### config.mk
export PLATFORM = sky130hd
export DESIGN_NAME = ttlb_queue
export DESIGN_NICKNAME = d
export VERILOG_FILES = /design/src/hw/rtl/ttlb_pkg.sv /design/src/hw/rtl/ttlb_queue.sv
export SDC_FILE = /design/constraint.sdc
export NUM_CORES = 1
export LEC_CHECK = 0
export ABC_AREA = 1
export BUFFER_PORTS_ARGS = -buffer_cell sky130_fd_sc_hd__clkbuf_2
export CORE_ASPECT_RATIO = 1.1
export CORE_MARGIN = 4
export CORE_UTILIZATION = 35
export CTS_CLUSTER_DIAMETER = 50
export DETAILED_ROUTE_END_ITERATION = 8
export SKIP_CTS_REPAIR_TIMING = 1
export SLEW_MARGIN = 20
export SYNTH_ARGS = -nofsm -noshare
export SYNTH_HDL_FRONTEND = slang
export SYNTH_SLANG_ARGS = --single-unit
### constraint.sdc
create_clock -name clk -period 3.4 [get_ports clk]
set_input_delay 0.85 -clock clk [delete_from_list [all_inputs] [get_ports clk]]
set_output_delay 0.85 -clock clk [all_outputs]
set_load 0.01 [all_outputs]
### src/hw/rtl/ttlb_pkg.sv
package ttlb_pkg;

	localparam int RAM_AW = 10;
	localparam int QUEUE_DEPTH = 4;
	localparam int QUEUE_AW = $clog2(QUEUE_DEPTH);

	localparam logic [1:0] REQ_RD    = 2'd0;
	localparam logic [1:0] REQ_WR    = 2'd1;
	localparam logic [1:0] REQ_CTRL  = 2'd2;
	localparam logic [1:0] REQ_FIELD = 2'd3;

	localparam logic [7:0] FRAMING_CODE = 8'h27;
	localparam logic [3:0] SYNC_ADVANCE = 4'd11;
	localparam logic [3:0] LAST_PACKET  = 4'hF;
	localparam logic [3:0] LAST_LINE    = 4'hF;

	// One RAM operation handed from the front end to the back end.
	typedef struct packed {
		logic              emit;     // produces a result
		logic              we;
		logic              rd;
		logic [RAM_AW-1:0] addr;
		logic [7:0]        wdata;
		logic              nmi;
		logic              paged;
		logic [1:0]        chan;
	} op_t;

endpackage

### src/hw/rtl/ttlb_queue.sv
module ttlb_queue import ttlb_pkg::*; (
	input  logic clk,
	input  logic arst_n,
	input  logic push,
	input  op_t  push_op,
	output logic full,
	input  logic pop,
	output logic q_valid,
	output op_t  q_op
);

	op_t                 slot_q [QUEUE_DEPTH];
	logic [QUEUE_AW-1:0] wr_q;
	logic [QUEUE_AW-1:0] rd_q;
	logic [QUEUE_AW:0]   cnt_q;

	assign full = (cnt_q == (QUEUE_AW+1)'(QUEUE_DEPTH));
	assign q_valid = (cnt_q != '0);
	assign q_op = slot_q[rd_q];

	always_ff @(posedge clk or negedge arst_n) begin
		if (!arst_n) begin
			wr_q <= '0;
			rd_q <= '0;
			cnt_q <= '0;
		end else begin
			if (push)
				wr_q <= wr_q + QUEUE_AW'(1);
			if (pop)
				rd_q <= rd_q + QUEUE_AW'(1);
			if (push && !pop)
				cnt_q <= cnt_q + (QUEUE_AW+1)'(1);
			else if (pop && !push)
				cnt_q <= cnt_q - (QUEUE_AW+1)'(1);
		end
	end

	always_ff @(posedge clk) begin
		if (push)
			slot_q[wr_q] <= push_op;
	end

endmodule

======== Word level (Yosys, flattened, before mapping) ========
Memory sizes are Yosys's and may differ from the RTL's.
Index checks and enable logic that the tools add are counted.
cells by class
  add/sub/neg operators ................... 4
  equality and inequality tests ........... 1
  muxes and demuxes ....................... 4
  reduce and logical (&&, ||, !) cells .... 6
operators by type and width
  kind                                               count
  two-way mux 3 bit                                  2
  adder 2 x 1 -> 2 bit (second input constant)       2
  adder 3 x 1 -> 3 bit (second input constant)       1
  equality test 3 bit (second input constant)        1
  nonzero test 3 bit                                 1
  subtractor 3 x 1 -> 3 bit (second input constant)  1
  logical AND 1 bit                                  2
  zero test 1 bit                                    2
  two-way mux 1 bit                                  2
  nonzero test 2 bit                                 1
word-level totals
  flip-flop bits (word level) ............. 7
  RAM bits ................................ 100
  word-level logic and storage cells ...... 19
  memories ................................ 1
memory list
  name    depth  width  rd ports  clocked after Yosys merged registers in  wr ports  line              RTL
  slot_q  4      25     1         0                                        1         ttlb_queue.sv:12  op_t slot_q [QUEUE_DEPTH];

======== Logic depth before layout (Yosys ltp) ========
  depth after elaboration ................. 4
  gate-level depth with buffers ........... 9
  depth with buffers taken out ............ 9

======== Least setup slack after synthesis ========
No wires, ideal clock.
  kind .................................... in2reg
  start point ............................. in push
  end point ............................... mem slot_q[1][0] in the netlist's numbering, enable pin
  setup time .............................. 380 ps
  arrival time ............................ 1637 ps
  setup slack ............................. 1383 ps
  stages on the path ...................... 3
  buffers on the path ..................... 1
  cell sequence ........................... clkbuf_1 -> nand2_1 -> inv_1
between the ends
  cells in the longest elaborated chain, start to end .. 2
ends and longest elaborated chain
  what                                     line              RTL
  start, declared                          ttlb_queue.sv:4   input logic push,
  two-way mux 1 bit                        ttlb_queue.sv:39  if (push)
  two-way mux 1 bit (not written as such)  ttlb_queue.sv:40  slot_q[wr_q] <= push_op;
  end, declared                            ttlb_queue.sv:12
No other way between the ends.

==> results.md <==
* Critical path capture point type: output pin
* Instance area at placement at 4770 µm²
* Clock skew after layout at 0.00676 ns
* Slowest stage delay, CP at 1.04 ns
* Layout cells sized above 1 at 19.3%
* Worst flop-to-flop path endpoint: slot_q[2][10]
* Mean cell area of the mapped netlist at 12.9 µm²
* Number of top-level design ports at 56
* Total CTS buffers at 9
* WHS at 0.344 ns
* Worst-Margin Slew at 0.979 ns
* Die X-Extent at 115 µm
* TritonCTS clock tree: built
* Fin Setup TNS at 0 ns
* Total design power at 4.26 mW
* Synthesized netlist cell count at 340
* Worst supply voltage drop on vdd at 0.361 mV
* Synthesis warning total at 0
* Classification of the worst setup path: reg2out
* Critical path fanouts, max at 102
* Aggregate global routing overflow at 0
* Routed wire length at 7.99 mm
* Maximum level of the CTS H-tree at 3
* Number of nets in the synthesized netlist at 375
* Number of buffer and inverter stages on the critical path at 1
* Flop2flop setup slack at 1.61 ns
* Iter 0 DRT Violations at 115
* Count of final hold-check violations at 0
* Placement Rows at 42
* Area overhead of the layout relative to synthesis at 16.1%
* Clock Tree Root: sky130_fd_sc_hd__clkbuf_16
* Die outline height at 125 µm
* Final cell count without fillers at 553
* Leakage dissipation at 2.09 nW
* Tot GR Track Use at 11.5%
* # port buffers at 55
* Final estimated routing congestion in global placement at 0.725
* Most common cell after layout, fill and taps aside: sky130_fd_sc_hd__edfxtp_1
* Most area-consuming cells after synthesis: sky130_fd_sc_hd__edfxtp_1 69%, sky130_fd_sc_hd__o211ai_1 8.6%, sky130_fd_sc_hd__nand2_1 7.6%
* Unrepaired setup endpoints after global routing: false
* Number of global-route vias before repair at 2405
* Data required time at the worst endpoint at 2.55 ns
* Number of diodes added for antenna fixing at 0
* Cell taking the most area after synthesis: sky130_fd_sc_hd__edfxtp_1
* Count of clock tree sinks at 107
* Die area at 14300 µm²
* Core area at 12100 µm²
* Number of antenna violations at the first check in global routing at 1
* Clock network latency to the later pin of the worst-skew pair at 0.33 ns
* Max-slew violation count at 0
* Average detailed-routed wire length per instance at 14.4 µm
* Number of buffers on the longest clock path at 2
* Total stage count of the critical path at 3
* Register bit total from synthesis at 107
* Worst-path clk slew at 0.07 ns
* First-pass GRT wire length at 12.6 mm
* Initial Util at 36.0%
* R2R cell count at 5
* Achievable clock frequency at 358 MHz
* Power per standard cell area at 839 nW/µm²
* Total number of vias at 2532
* Post-route clock period utilization at 82.1%
* Top cell type's share of synthesized area at 68.7%
* Via-per-instance ratio at 4.58
* Final instance area at 5070 µm²
* # setup viols final at 0
* DRC violations left at 0
* Kind of cell adding the most delay to the critical path: flip-flops
* Data arrival time of the worst path at 1.94 ns
* Critical R2R Launch: wr_q[0]
* Remaining antenna violation count after routing at 0
* Distinct cells, synth at 19
* Maximum number of pins on one net before global-route repair at 103
* Number of placed cells counting well taps at 537
* Run status: complete, no violations
* Max-cap violations at 0
* Netlist Area Pre-Place at 4370 µm²
* Launching element type of the critical path: register
* Clock period minus final worst setup slack at 2.79 ns
* Commonest cells after routing, fill and taps aside: 100 x sky130_fd_sc_hd__edfxtp_1, 89 x sky130_fd_sc_hd__nand2_1, 61 x sky130_fd_sc_hd__inv_1, 55 x sky130_fd_sc_hd__clkbuf_2, 50 x sky130_fd_sc_hd__o211ai_1
* Net total in the final layout at 429
* Worst hold path class: in2async
* Number of optimization iterations in the first detailed-route pass at 7
* Slowest cell on the critical path: sky130_fd_sc_hd__dfrtp_4
* Portion of the post-synthesis area used by sequential elements at 72.7%
* Worst rel slew slack at 34.7%
* Ordered list of cells on the worst path: o211ai_1 -> nand2_1 -> clkbuf_2
* Placed wire-length estimate at 4.97 mm
[routing by layer]
layer,up-vias,share of wire (%),track usage [%]
li1,1272,-,-
met1,1194,42,13.5
met2,53,51,19.5
met3,11,5.9,3.53
met4,2,1.2,4.19
met5,-,0.15,0
[synth_stat cells (all sizes together)]
| cell | number |
|---|---|
| xnor2 | 1 |
| fa | 1 |
| o21ai | 1 |
| nor2 | 1 |
| dfrtp | 7 |
| nand4 | 1 |
| o211ai | 50 |
| nand2 | 89 |
| nand3 | 1 |
| clkbuf | 1 |
| xor2 | 3 |
| ha | 5 |
| inv | 62 |
| edfxtp | 100 |
| nor3 | 1 |
| buf | 16 |
[per-stage QoR]
step                      util, %  setup WS [ns]
after floorplan                 -           1.38
after global placement       39.3           1.02
after detailed placement     39.3          0.960
after CTS                    41.8          0.596
after global routing         41.8          0.410
final                        41.8          0.607
[flip-flops by register name, indices dropped and copies added, names as in the netlist]
signal,count
wr_q,2
cnt_q,3
slot_q,100
rd_q,2
[cell type report]
| type | count | area (µm²) |
|---|---|---|
| clock buffers | 9 | 225 |
| clock inverters | 7 | 75.1 |
| fillers | 1120 | 7060 |
| inverters | 62 | 235 |
| multi-input cells | 154 | 852 |
| flip-flops and latches | 107 | 3180 |
| well taps | 154 | 193 |
| repair buffers | 60 | 313 |
[cell families after synthesis]
logic type,share of synthesized area [%]
flops,72.7
simple gates,8.10
buf+inv,7.84
compound gates,8.70
fa+ha+maj,1.89
xor+xnor,0.801
[worst register-to-register path, cell delays in order (launching register included)]
cell and delay, ns:
sky130_fd_sc_hd__dfrtp_1 0.42, sky130_fd_sc_hd__inv_1 0.10, sky130_fd_sc_hd__ha_1 0.14, sky130_fd_sc_hd__nand2_1 0.04, sky130_fd_sc_hd__inv_1 0.42, sky130_fd_sc_hd__buf_4 0.36
[power breakdown]
| group | total, mW | switching (mW) | internal, mW |
|---|---|---|---|
| clock network | 1.02 | 0.442 | 0.574 |
| registers | 2.01 | 0.277 | 1.73 |
| logic | 1.24 | 0.759 | 0.476 |
| total | 4.26 | 1.48 | 2.78 |
[worst max path at each step]
stage / startpoint / end
floorplan: push / slot_q[1][0]
global placement: rd_q[0] / q_op[17]
detailed placement: rd_q[0] / q_op[8]
CTS: rd_q[0] / q_op[8]
global route: rd_q[0] / q_op[8]
finish: rd_q[0] / q_op[23]
(Power assumes the default switching activity.)
