===== src/hw/rtl/ttlb_pkg.sv =====
package ttlb_pkg;

	localparam int RAM_AW = 10;
	localparam int QUEUE_DEPTH = 4;
	localparam int QUEUE_AW = $clog2(QUEUE_DEPTH);

	localparam logic [1:0] REQ_RD    = 2'd0;
	localparam logic [1:0] REQ_WR    = 2'd1;
	localparam logic [1:0] REQ_CTRL  = 2'd2;
	localparam logic [1:0] REQ_FIELD = 2'd3;

	localparam logic [7:0] FRAMING_CODE = 8'h27;
	localparam logic [3:0] SYNC_ADVANCE = 4'd11;
	localparam logic [3:0] LAST_PACKET  = 4'hF;
	localparam logic [3:0] LAST_LINE    = 4'hF;

	// One RAM operation handed from the front end to the back end.
	typedef struct packed {
		logic              emit;     // produces a result
		logic              we;
		logic              rd;
		logic [RAM_AW-1:0] addr;
		logic [7:0]        wdata;
		logic              nmi;
		logic              paged;
		logic [1:0]        chan;
	} op_t;

endpackage


===== src/hw/rtl/ttlb_front.sv =====
module ttlb_front import ttlb_pkg::*; #(
	parameter int LINE_BYTES = 42
) (
	input  logic        clk,
	input  logic        arst_n,
	input  logic        in_valid,
	output logic        in_ready,
	input  logic [1:0]  req_type,
	input  logic [9:0]  address,
	input  logic [7:0]  data_byte,
	input  logic        busy,
	input  logic        full,
	output logic        push,
	output op_t         push_op
);

	localparam int OFF_W = (LINE_BYTES > 1) ? $clog2(LINE_BYTES) : 1;
	localparam logic [OFF_W-1:0] LAST_OFF = OFF_W'(LINE_BYTES - 1);

	logic [3:0]       ctr_q, ctr_n;
	logic [OFF_W-1:0] off_q, off_n;
	logic [3:0]       pkt_q, pkt_n;
	logic             open_q, open_n;
	logic             paged_q, paged_n;
	logic [1:0]       chan_q, chan_n;
	logic             pend_q;
	op_t              pend_op_q;

	logic             fire;
	logic             frame;
	logic [3:0]       ctr_f;
	logic             open_f;
	op_t              op;
	op_t              frame_op;

	assign in_ready = !busy && !pend_q && !full;
	assign fire = in_valid && in_ready;

	always_comb begin
		ctr_n = ctr_q;
		off_n = off_q;
		pkt_n = pkt_q;
		open_n = open_q;
		paged_n = paged_q;
		chan_n = chan_q;
		frame = 1'b0;
		ctr_f = ctr_q;
		open_f = open_q;
		op.emit = 1'b1;
		op.we = 1'b0;
		op.rd = 1'b0;
		op.addr = address;
		op.wdata = data_byte;
		op.nmi = 1'b0;
		op.paged = paged_q;
		op.chan = chan_q;
		case (req_type)
			REQ_RD: begin
				ctr_n = address[9:6];
				op.rd = 1'b1;
			end
			REQ_WR: begin
				ctr_n = address[9:6];
				op.we = 1'b1;
			end
			REQ_CTRL: begin
				chan_n = data_byte[1:0];
				paged_n = !data_byte[3];
				op.paged = paged_n;
				op.chan = chan_n;
			end
			REQ_FIELD: begin
				// field start: first byte of the first packet
				if (off_q == '0 && pkt_q == '0) begin
					ctr_f = ctr_q + SYNC_ADVANCE;
					open_f = 1'b1;
				end
				ctr_n = ctr_f;
				open_n = open_f;
				if (open_f) begin
					op.we = 1'b1;
					op.addr = {ctr_f, 6'b0} + RAM_AW'(off_q) + RAM_AW'(1);
					frame = (off_q == '0) && (data_byte != 8'h00);
					if (off_q == LAST_OFF) begin
						ctr_n = ctr_f + 4'd1;
						if (ctr_f == LAST_LINE)
							open_n = 1'b0;
					end
				end
				if (off_q == LAST_OFF) begin
					off_n = '0;
					pkt_n = pkt_q + 4'd1;
					op.nmi = (pkt_q == LAST_PACKET) && paged_q;
				end else begin
					off_n = off_q + OFF_W'(1);
				end
			end
			default: ;
		endcase
		frame_op.emit = 1'b0;
		frame_op.we = 1'b1;
		frame_op.rd = 1'b0;
		frame_op.addr = {ctr_f, 6'b0};
		frame_op.wdata = FRAMING_CODE;
		frame_op.nmi = 1'b0;
		frame_op.paged = paged_q;
		frame_op.chan = chan_q;
	end

	// The framing write goes first; the data write is held in pend_op_q and pushed once the queue has room.
	assign push = fire || (pend_q && !full);
	assign push_op = pend_q ? pend_op_q : (frame ? frame_op : op);

	always_ff @(posedge clk or negedge arst_n) begin
		if (!arst_n) begin
			ctr_q <= '0;
			off_q <= '0;
			pkt_q <= '0;
			open_q <= 1'b1;
			paged_q <= 1'b1;
			chan_q <= '0;
			pend_q <= 1'b0;
		end else begin
			if (fire) begin
				ctr_q <= ctr_n;
				off_q <= off_n;
				pkt_q <= pkt_n;
				open_q <= open_n;
				paged_q <= paged_n;
				chan_q <= chan_n;
				pend_q <= frame;
			end else if (pend_q && !full) begin
				pend_q <= 1'b0;
			end
		end
	end

	always_ff @(posedge clk) begin
		if (fire && frame)
			pend_op_q <= op;
	end

endmodule


===== config.mk =====
export PLATFORM = sky130hd
export DESIGN_NAME = ttlb_front
export DESIGN_NICKNAME = d
export VERILOG_FILES = /design/src/hw/rtl/ttlb_pkg.sv /design/src/hw/rtl/ttlb_front.sv
export SDC_FILE = /design/constraint.sdc
export NUM_CORES = 1
export LEC_CHECK = 0
export BUFFER_PORTS_ARGS = -buffer_cell sky130_fd_sc_hd__buf_2
export CORE_UTILIZATION = 50
export DETAILED_ROUTE_END_ITERATION = 16
export PLACE_DENSITY_LB_ADDON = 0.2
export SYNTH_ARGS = -nofsm -noshare
export SYNTH_HDL_FRONTEND = slang
export SYNTH_SLANG_ARGS = --single-unit

===== constraint.sdc =====
create_clock -name clk -period 5.6 [get_ports clk]
set_clock_uncertainty 0.15 [all_clocks]
set_input_delay 0.84 -clock clk [delete_from_list [all_inputs] [get_ports clk]]
set_output_delay 0.84 -clock clk [all_outputs]
set_load 0.005 [all_outputs]

* After elaboration in Yosys (flattened, before gate mapping)
Index checks and enable logic that the tools add are counted.
** Word-level totals
- Register bits after elaboration :: 43
- Output and inout bits :: 27
- Input port bits :: 25
- Logic and storage cells :: 76
** Cells by class
- Muxes and demuxes :: 26
- Reductions and logical operators :: 24
- Add/sub/neg operators :: 6
- Equal/unequal tests :: 6
** Operators by type and width (count)
- 25-bit two-way mux :: 2
- 10-bit two-way mux :: 2
- 4-bit two-way mux :: 5
- 1-bit two-way mux :: 13
- 10-bit by 1-bit adder with 10-bit output, second input constant :: 1
- 10-bit by 6-bit adder with 10-bit output :: 1
- 4-bit by 1-bit adder with 4-bit output, second input constant :: 2
- 4-bit equality test, second input constant :: 2
- 1-bit logical AND :: 8
- 4-bit case mux with 2 select lines :: 1
- 8-bit nonzero test :: 1
- 6-bit by 1-bit adder with 6-bit output, second input constant :: 1
- 6-bit equality test, second input constant :: 1
- 6-bit zero test :: 1
- 6-bit two-way mux :: 1
- 2-bit AND reduction :: 3
- 4-bit adder, second input constant :: 1
- 2-bit equality test, second input constant :: 2
- 1-bit zero test :: 4
- 4-bit zero test :: 1
- 2-bit nonzero test :: 2
- 3-bit two-way mux :: 1
- 3-bit AND reduction :: 1
- 2-bit by 1-bit equality test with 1-bit output, second input constant :: 1
- 4 further kinds :: 4

* Depth between registers and ports, before layout
- Word-level depth :: 10
- Gate-level depth with buffers :: 8
- Gate-level depth less buffers :: 7

* Worst setup path before layout
OpenSTA, ideal clock, no wires.
- Path kind :: reg2reg
- From :: register pkt_q[0]
- To :: register pend_op_q[0] (netlist name) (enable)
- Stages on the path, launching flop included :: 8
- Period minus slack after synthesis :: 3.476 ns
- Library setup time :: 0.406 ns
- Arrival time :: 2.920 ns
- Path slack :: 2.124 ns
- Buffers on the path :: 1
- Cells stage by stage :: dfrtp_1 -> inv_1 -> ha_1 -> or3b_2 -> buf_2 -> a22o_1 -> or3_1 -> nor2_1
** On the way
- Cells in the longest elaborated chain, start to end :: 7
** RTL lines
- start, declared :: line ttlb_front.sv:22 : logic [3:0] pkt_q, pkt_n;
- start signal, assigned :: line ttlb_front.sv:127 : pkt_q <= pkt_n;
- 4-bit zero test :: line ttlb_front.sv:74 : if (off_q == '0 && pkt_q == '0) begin
- 1-bit logical AND :: line ttlb_front.sv:74
- 1-bit two-way mux :: line ttlb_front.sv:74
- 1-bit two-way mux :: line ttlb_front.sv:57 : case (req_type)
- 1-bit two-way mux :: line ttlb_front.sv:80 : if (open_f) begin
- 1-bit two-way mux :: line ttlb_front.sv:57
- 1-bit logical AND :: line ttlb_front.sv:139 : if (fire && frame)
- end signal, assigned :: line ttlb_front.sv:140 : pend_op_q <= op;
- end, declared :: line ttlb_front.sv:27 : op_t pend_op_q;
No other way between the ends. The select of a mux whose other input is x is not followed.
A chain may end at the register's enable or synchronous reset.

==> run summary <==
The leading cell type in the layout, fill and taps excluded is sky130_fd_sc_hd__buf_2. The count of nets after finishing is 346. The logs give 0.250 GHz for the highest achievable clock rate and 0 for the remaining design rule violation count.

The tools report the worst reg2reg path startpoint as off_q[0]. Type of element launching the critical path: a flop. Share of flip-flops with an asynchronous set or reset: 0.442.

The most used flip-flop cell after synthesis was sky130_fd_sc_hd__edfxtp_1. Global routing finished with a remaining overflow of 0. The die covers 5630 um2. In this run the power density over the cells is 266 nW/um2. In this run, synthesis produced a sequential element count of 43. The weighted congestion at the end of routability-driven global placement was 0.909. The share of the yosys chip area belonging to registers is 0.450.

In this run the cell area measured after placement is 2950 um2. The antenna diode count is 0. For the worst-skew pair, the clock arrives at the later sink with an insertion delay of 0.30 ns. For this block, the via count after detailed routing is 2,237. In this run the worst hold path is classified as in -> async. The post-route clock period utilization is 0.716.

The count of buffers added on input and output ports is 51. The run gives 5110 um2 as the area of the core. The number of global-route vias before repair was 1,941. The layout overhead on the synthesized area is 15.2%, and the global-route wire length before repair is 9640 um. The area used by sequential logic in the layout is 1200 um2, and the length in cells of the worst reg-to-reg path is 7. Data on the critical path arrives at its endpoint at 3.02 ns.

In the synthesized netlist, the number of instances is 269. The endpoint identified for the worst register-to-register timing path is pend_op_q[23]. Post-CTS repair changed the size of 0 cells. The maximum fanout encountered on the critical timing path is 8, and the leakage dissipation is 0.00121 uW. The tree is rooted in a sky130_fd_sc_hd__clkbuf_8.

Placed cell count: 378. Setup repair after global routing left no endpoint under its margin. The y dimension of the die is 75.0 um, and the clock-pin slew on the worst setup and hold paths is 0.08 ns. Before CTS, the worst setup slack after placement is 1.93 ns. Worst max-slew margin expressed relative to the limit: 0.321. The count of final hold-check violations is 0. The time the worst path needs with I/O delays and setup was 4.01 ns.

The worst path meets setup with 1.59 ns of slack. The multi-input logic area was 1360 um2. The final max-slew violation count is 0. For this block, the initial DRC count from the detailed router was 140.

For the final routed database, the setup TNS stands at 0 ns. The endpoint type of the worst setup path is an output port. The run gives 61 as the number of distinct standard cells referenced by the synthesized netlist. The tools report the post-CTS setup buffer count as 0. The run gives 300 as the post-synthesis net count. The run gives 386 as the final instance count without filler cells. The number of levels in the clock H-tree was 2; the starting utilization of the core area was 0.522. The average detailed-routed wire length per instance was 16.2 um; the setup slack on the worst flop-to-flop path was 2.41 ns.

Max-cap violations in this run came to 0. In this run, synthesis inferred 24 flip-flops with an integrated enable. VDD sags by at most 0.205 mV. The cell area after synthesis is 2670 um2, and the actual slew at the worst max-slew pin is 1.00 ns.

52 I/O pins were placed. The run finished with clean final reports. Total number of clock tree sinks: 43. Using the TritonRoute via totals, the vias-per-cell ratio works out to 5.80.

For the worst setup path, the data required time is 4.61 ns. The maximum number of buffers from clock root to sink came out at 2. The run gives 5 as the number of buffers inserted during clock tree synthesis. The Yosys step of the flow raised 0 warnings.

Leaving out fill and tap cells, the most frequent cells in the layout are sky130_fd_sc_hd__buf_2, sky130_fd_sc_hd__nand2_1, sky130_fd_sc_hd__o21ai_0. Summed over all nets, the half-perimeter wirelength after detailed placement is 4580 um. The tools report the finished layout cell area as 3070 um2.

The first TritonRoute pass finished after 4 iterations. Final standard cell utilization of the core: 0.601. The total routing resource utilization after global routing was 0.235; the share of layout cells above drive strength 1 was 0.301. The count of nets left with antenna violations once routing finished came out at 0.

The critical path is of the reg -> out type. The tools report the initial antenna violation count as 0. Row count: 26. Largest net degree at the start of global routing: 28.

The horizontal extent of the die was 75.0 um; the mean cell area of the mapped netlist was 9.91 um2. Setup violations remaining at the end of the flow were counted as 0. TritonCTS built the clock tree. The filler cells instantiated in the layout total 453. In this run, post-CTS hold repair placed 0 buffers. The post-detailed-routing wire length is 6260 um.
[Yosys cell counts, drive strengths merged (3+ instances only)]
| cell | count | area, um2 |
|---|---|---|
| nand4 | 5 | 31.3 |
| buf | 6 | 38.8 |
| mux2 | 16 | 184 |
| a22o | 3 | 26.3 |
| nor4b | 3 | 38.8 |
| ha | 6 | 75.1 |
| a211oi | 3 | 22.5 |
| clkbuf | 7 | 26.3 |
| o21ai | 26 | 134 |
| nor2 | 18 | 77.6 |
| nand3 | 10 | 50.1 |
| edfxtp | 24 | 721 |
| dfrtp | 17 | 425 |
| nor3 | 8 | 56.3 |
| inv | 12 | 45.0 |
| xnor2 | 10 | 95.1 |
| a21oi | 7 | 35.0 |
| o22ai | 3 | 18.8 |
| nand2 | 38 | 143 |
| o31ai | 4 | 30.0 |
| nor4 | 7 | 50.1 |
[worst max-delay path: stages (launching register included)]
cell and delay (ns):
sky130_fd_sc_hd__dfrtp_1 0.44, sky130_fd_sc_hd__inv_1 0.11, sky130_fd_sc_hd__ha_1 0.16, sky130_fd_sc_hd__nor4b_2 0.58, sky130_fd_sc_hd__a21oi_1 0.36, sky130_fd_sc_hd__nor2_4 0.30
sky130_fd_sc_hd__mux2_2 0.37, sky130_fd_sc_hd__mux2_2 0.26, sky130_fd_sc_hd__buf_2 0.12
[cells by family after synthesis]
logic type	count (synthesis)	synth area share
AOI/OAI and AO/OA	63	0.156
xor gates and xnor gates	12	0.0422
adders and majority gates	6	0.0282
buffers and inverters	25	0.0413
DFF	43	0.450
muxes	16	0.0690
and+or+nand+nor	104	0.214
[layout make-up]
type / count / share of cell area
Sequential cell: 43 / 0.390
Inverter: 12 / 0.0147
Multi-Input combinational cell: 201 / 0.443
Timing Repair Buffer: 52 / 0.0855
Clock buffer: 6 / 0.0269
Tap cell: 70 / 0.0285
Clock inverter: 2 / 0.0114
[flip-flops by register name (all words and copies together), names as in the netlist]
name,flops
pend_op_q,24
open_q,1
paged_q,1
pend_q,1
chan_q,2
off_q,6
ctr_q,4
pkt_q,4
[through the flow]
stage	power [uW]	hold WS (ns)
after floorplan	519	0.317
after global placement	572	0.336
after detailed placement	575	0.338
after CTS	827	0.344
after global routing	868	0.361
final	819	0.330
[power by group]
group | switching, uW | internal [uW]
clock | 103 | 144
sequential | 36.1 | 358
combinational | 97.3 | 80.4
total | 236 | 582
[worst max path at each step]
stage          startpoint           end  slack [ns]  cells past startpoint
2_1_floorplan    pkt_q[0]  pend_op_q[0]        2.12                      7
3_3_place_gp     off_q[0]   push_op[16]        2.01                      8
4_1_cts          off_q[0]   push_op[16]        1.61                      8
5_1_grt          off_q[0]   push_op[16]        1.42                      8
3_5_place_dp     off_q[0]   push_op[16]        1.93                      8
6_report         off_q[0]   push_op[16]        1.59                      8
[routing by layer]
metal | share of wire | routed length, um | global-route usage
met2 | 0.46 | 2860 | 0.361
met3 | 0.061 | 381 | 0.0482
met4 | 0.019 | 121 | 0.0818
met5 | 0 | 0 | 0
met1 | 0.46 | 2890 | 0.330
No activity file was read; power rests on OpenSTA's default activity.
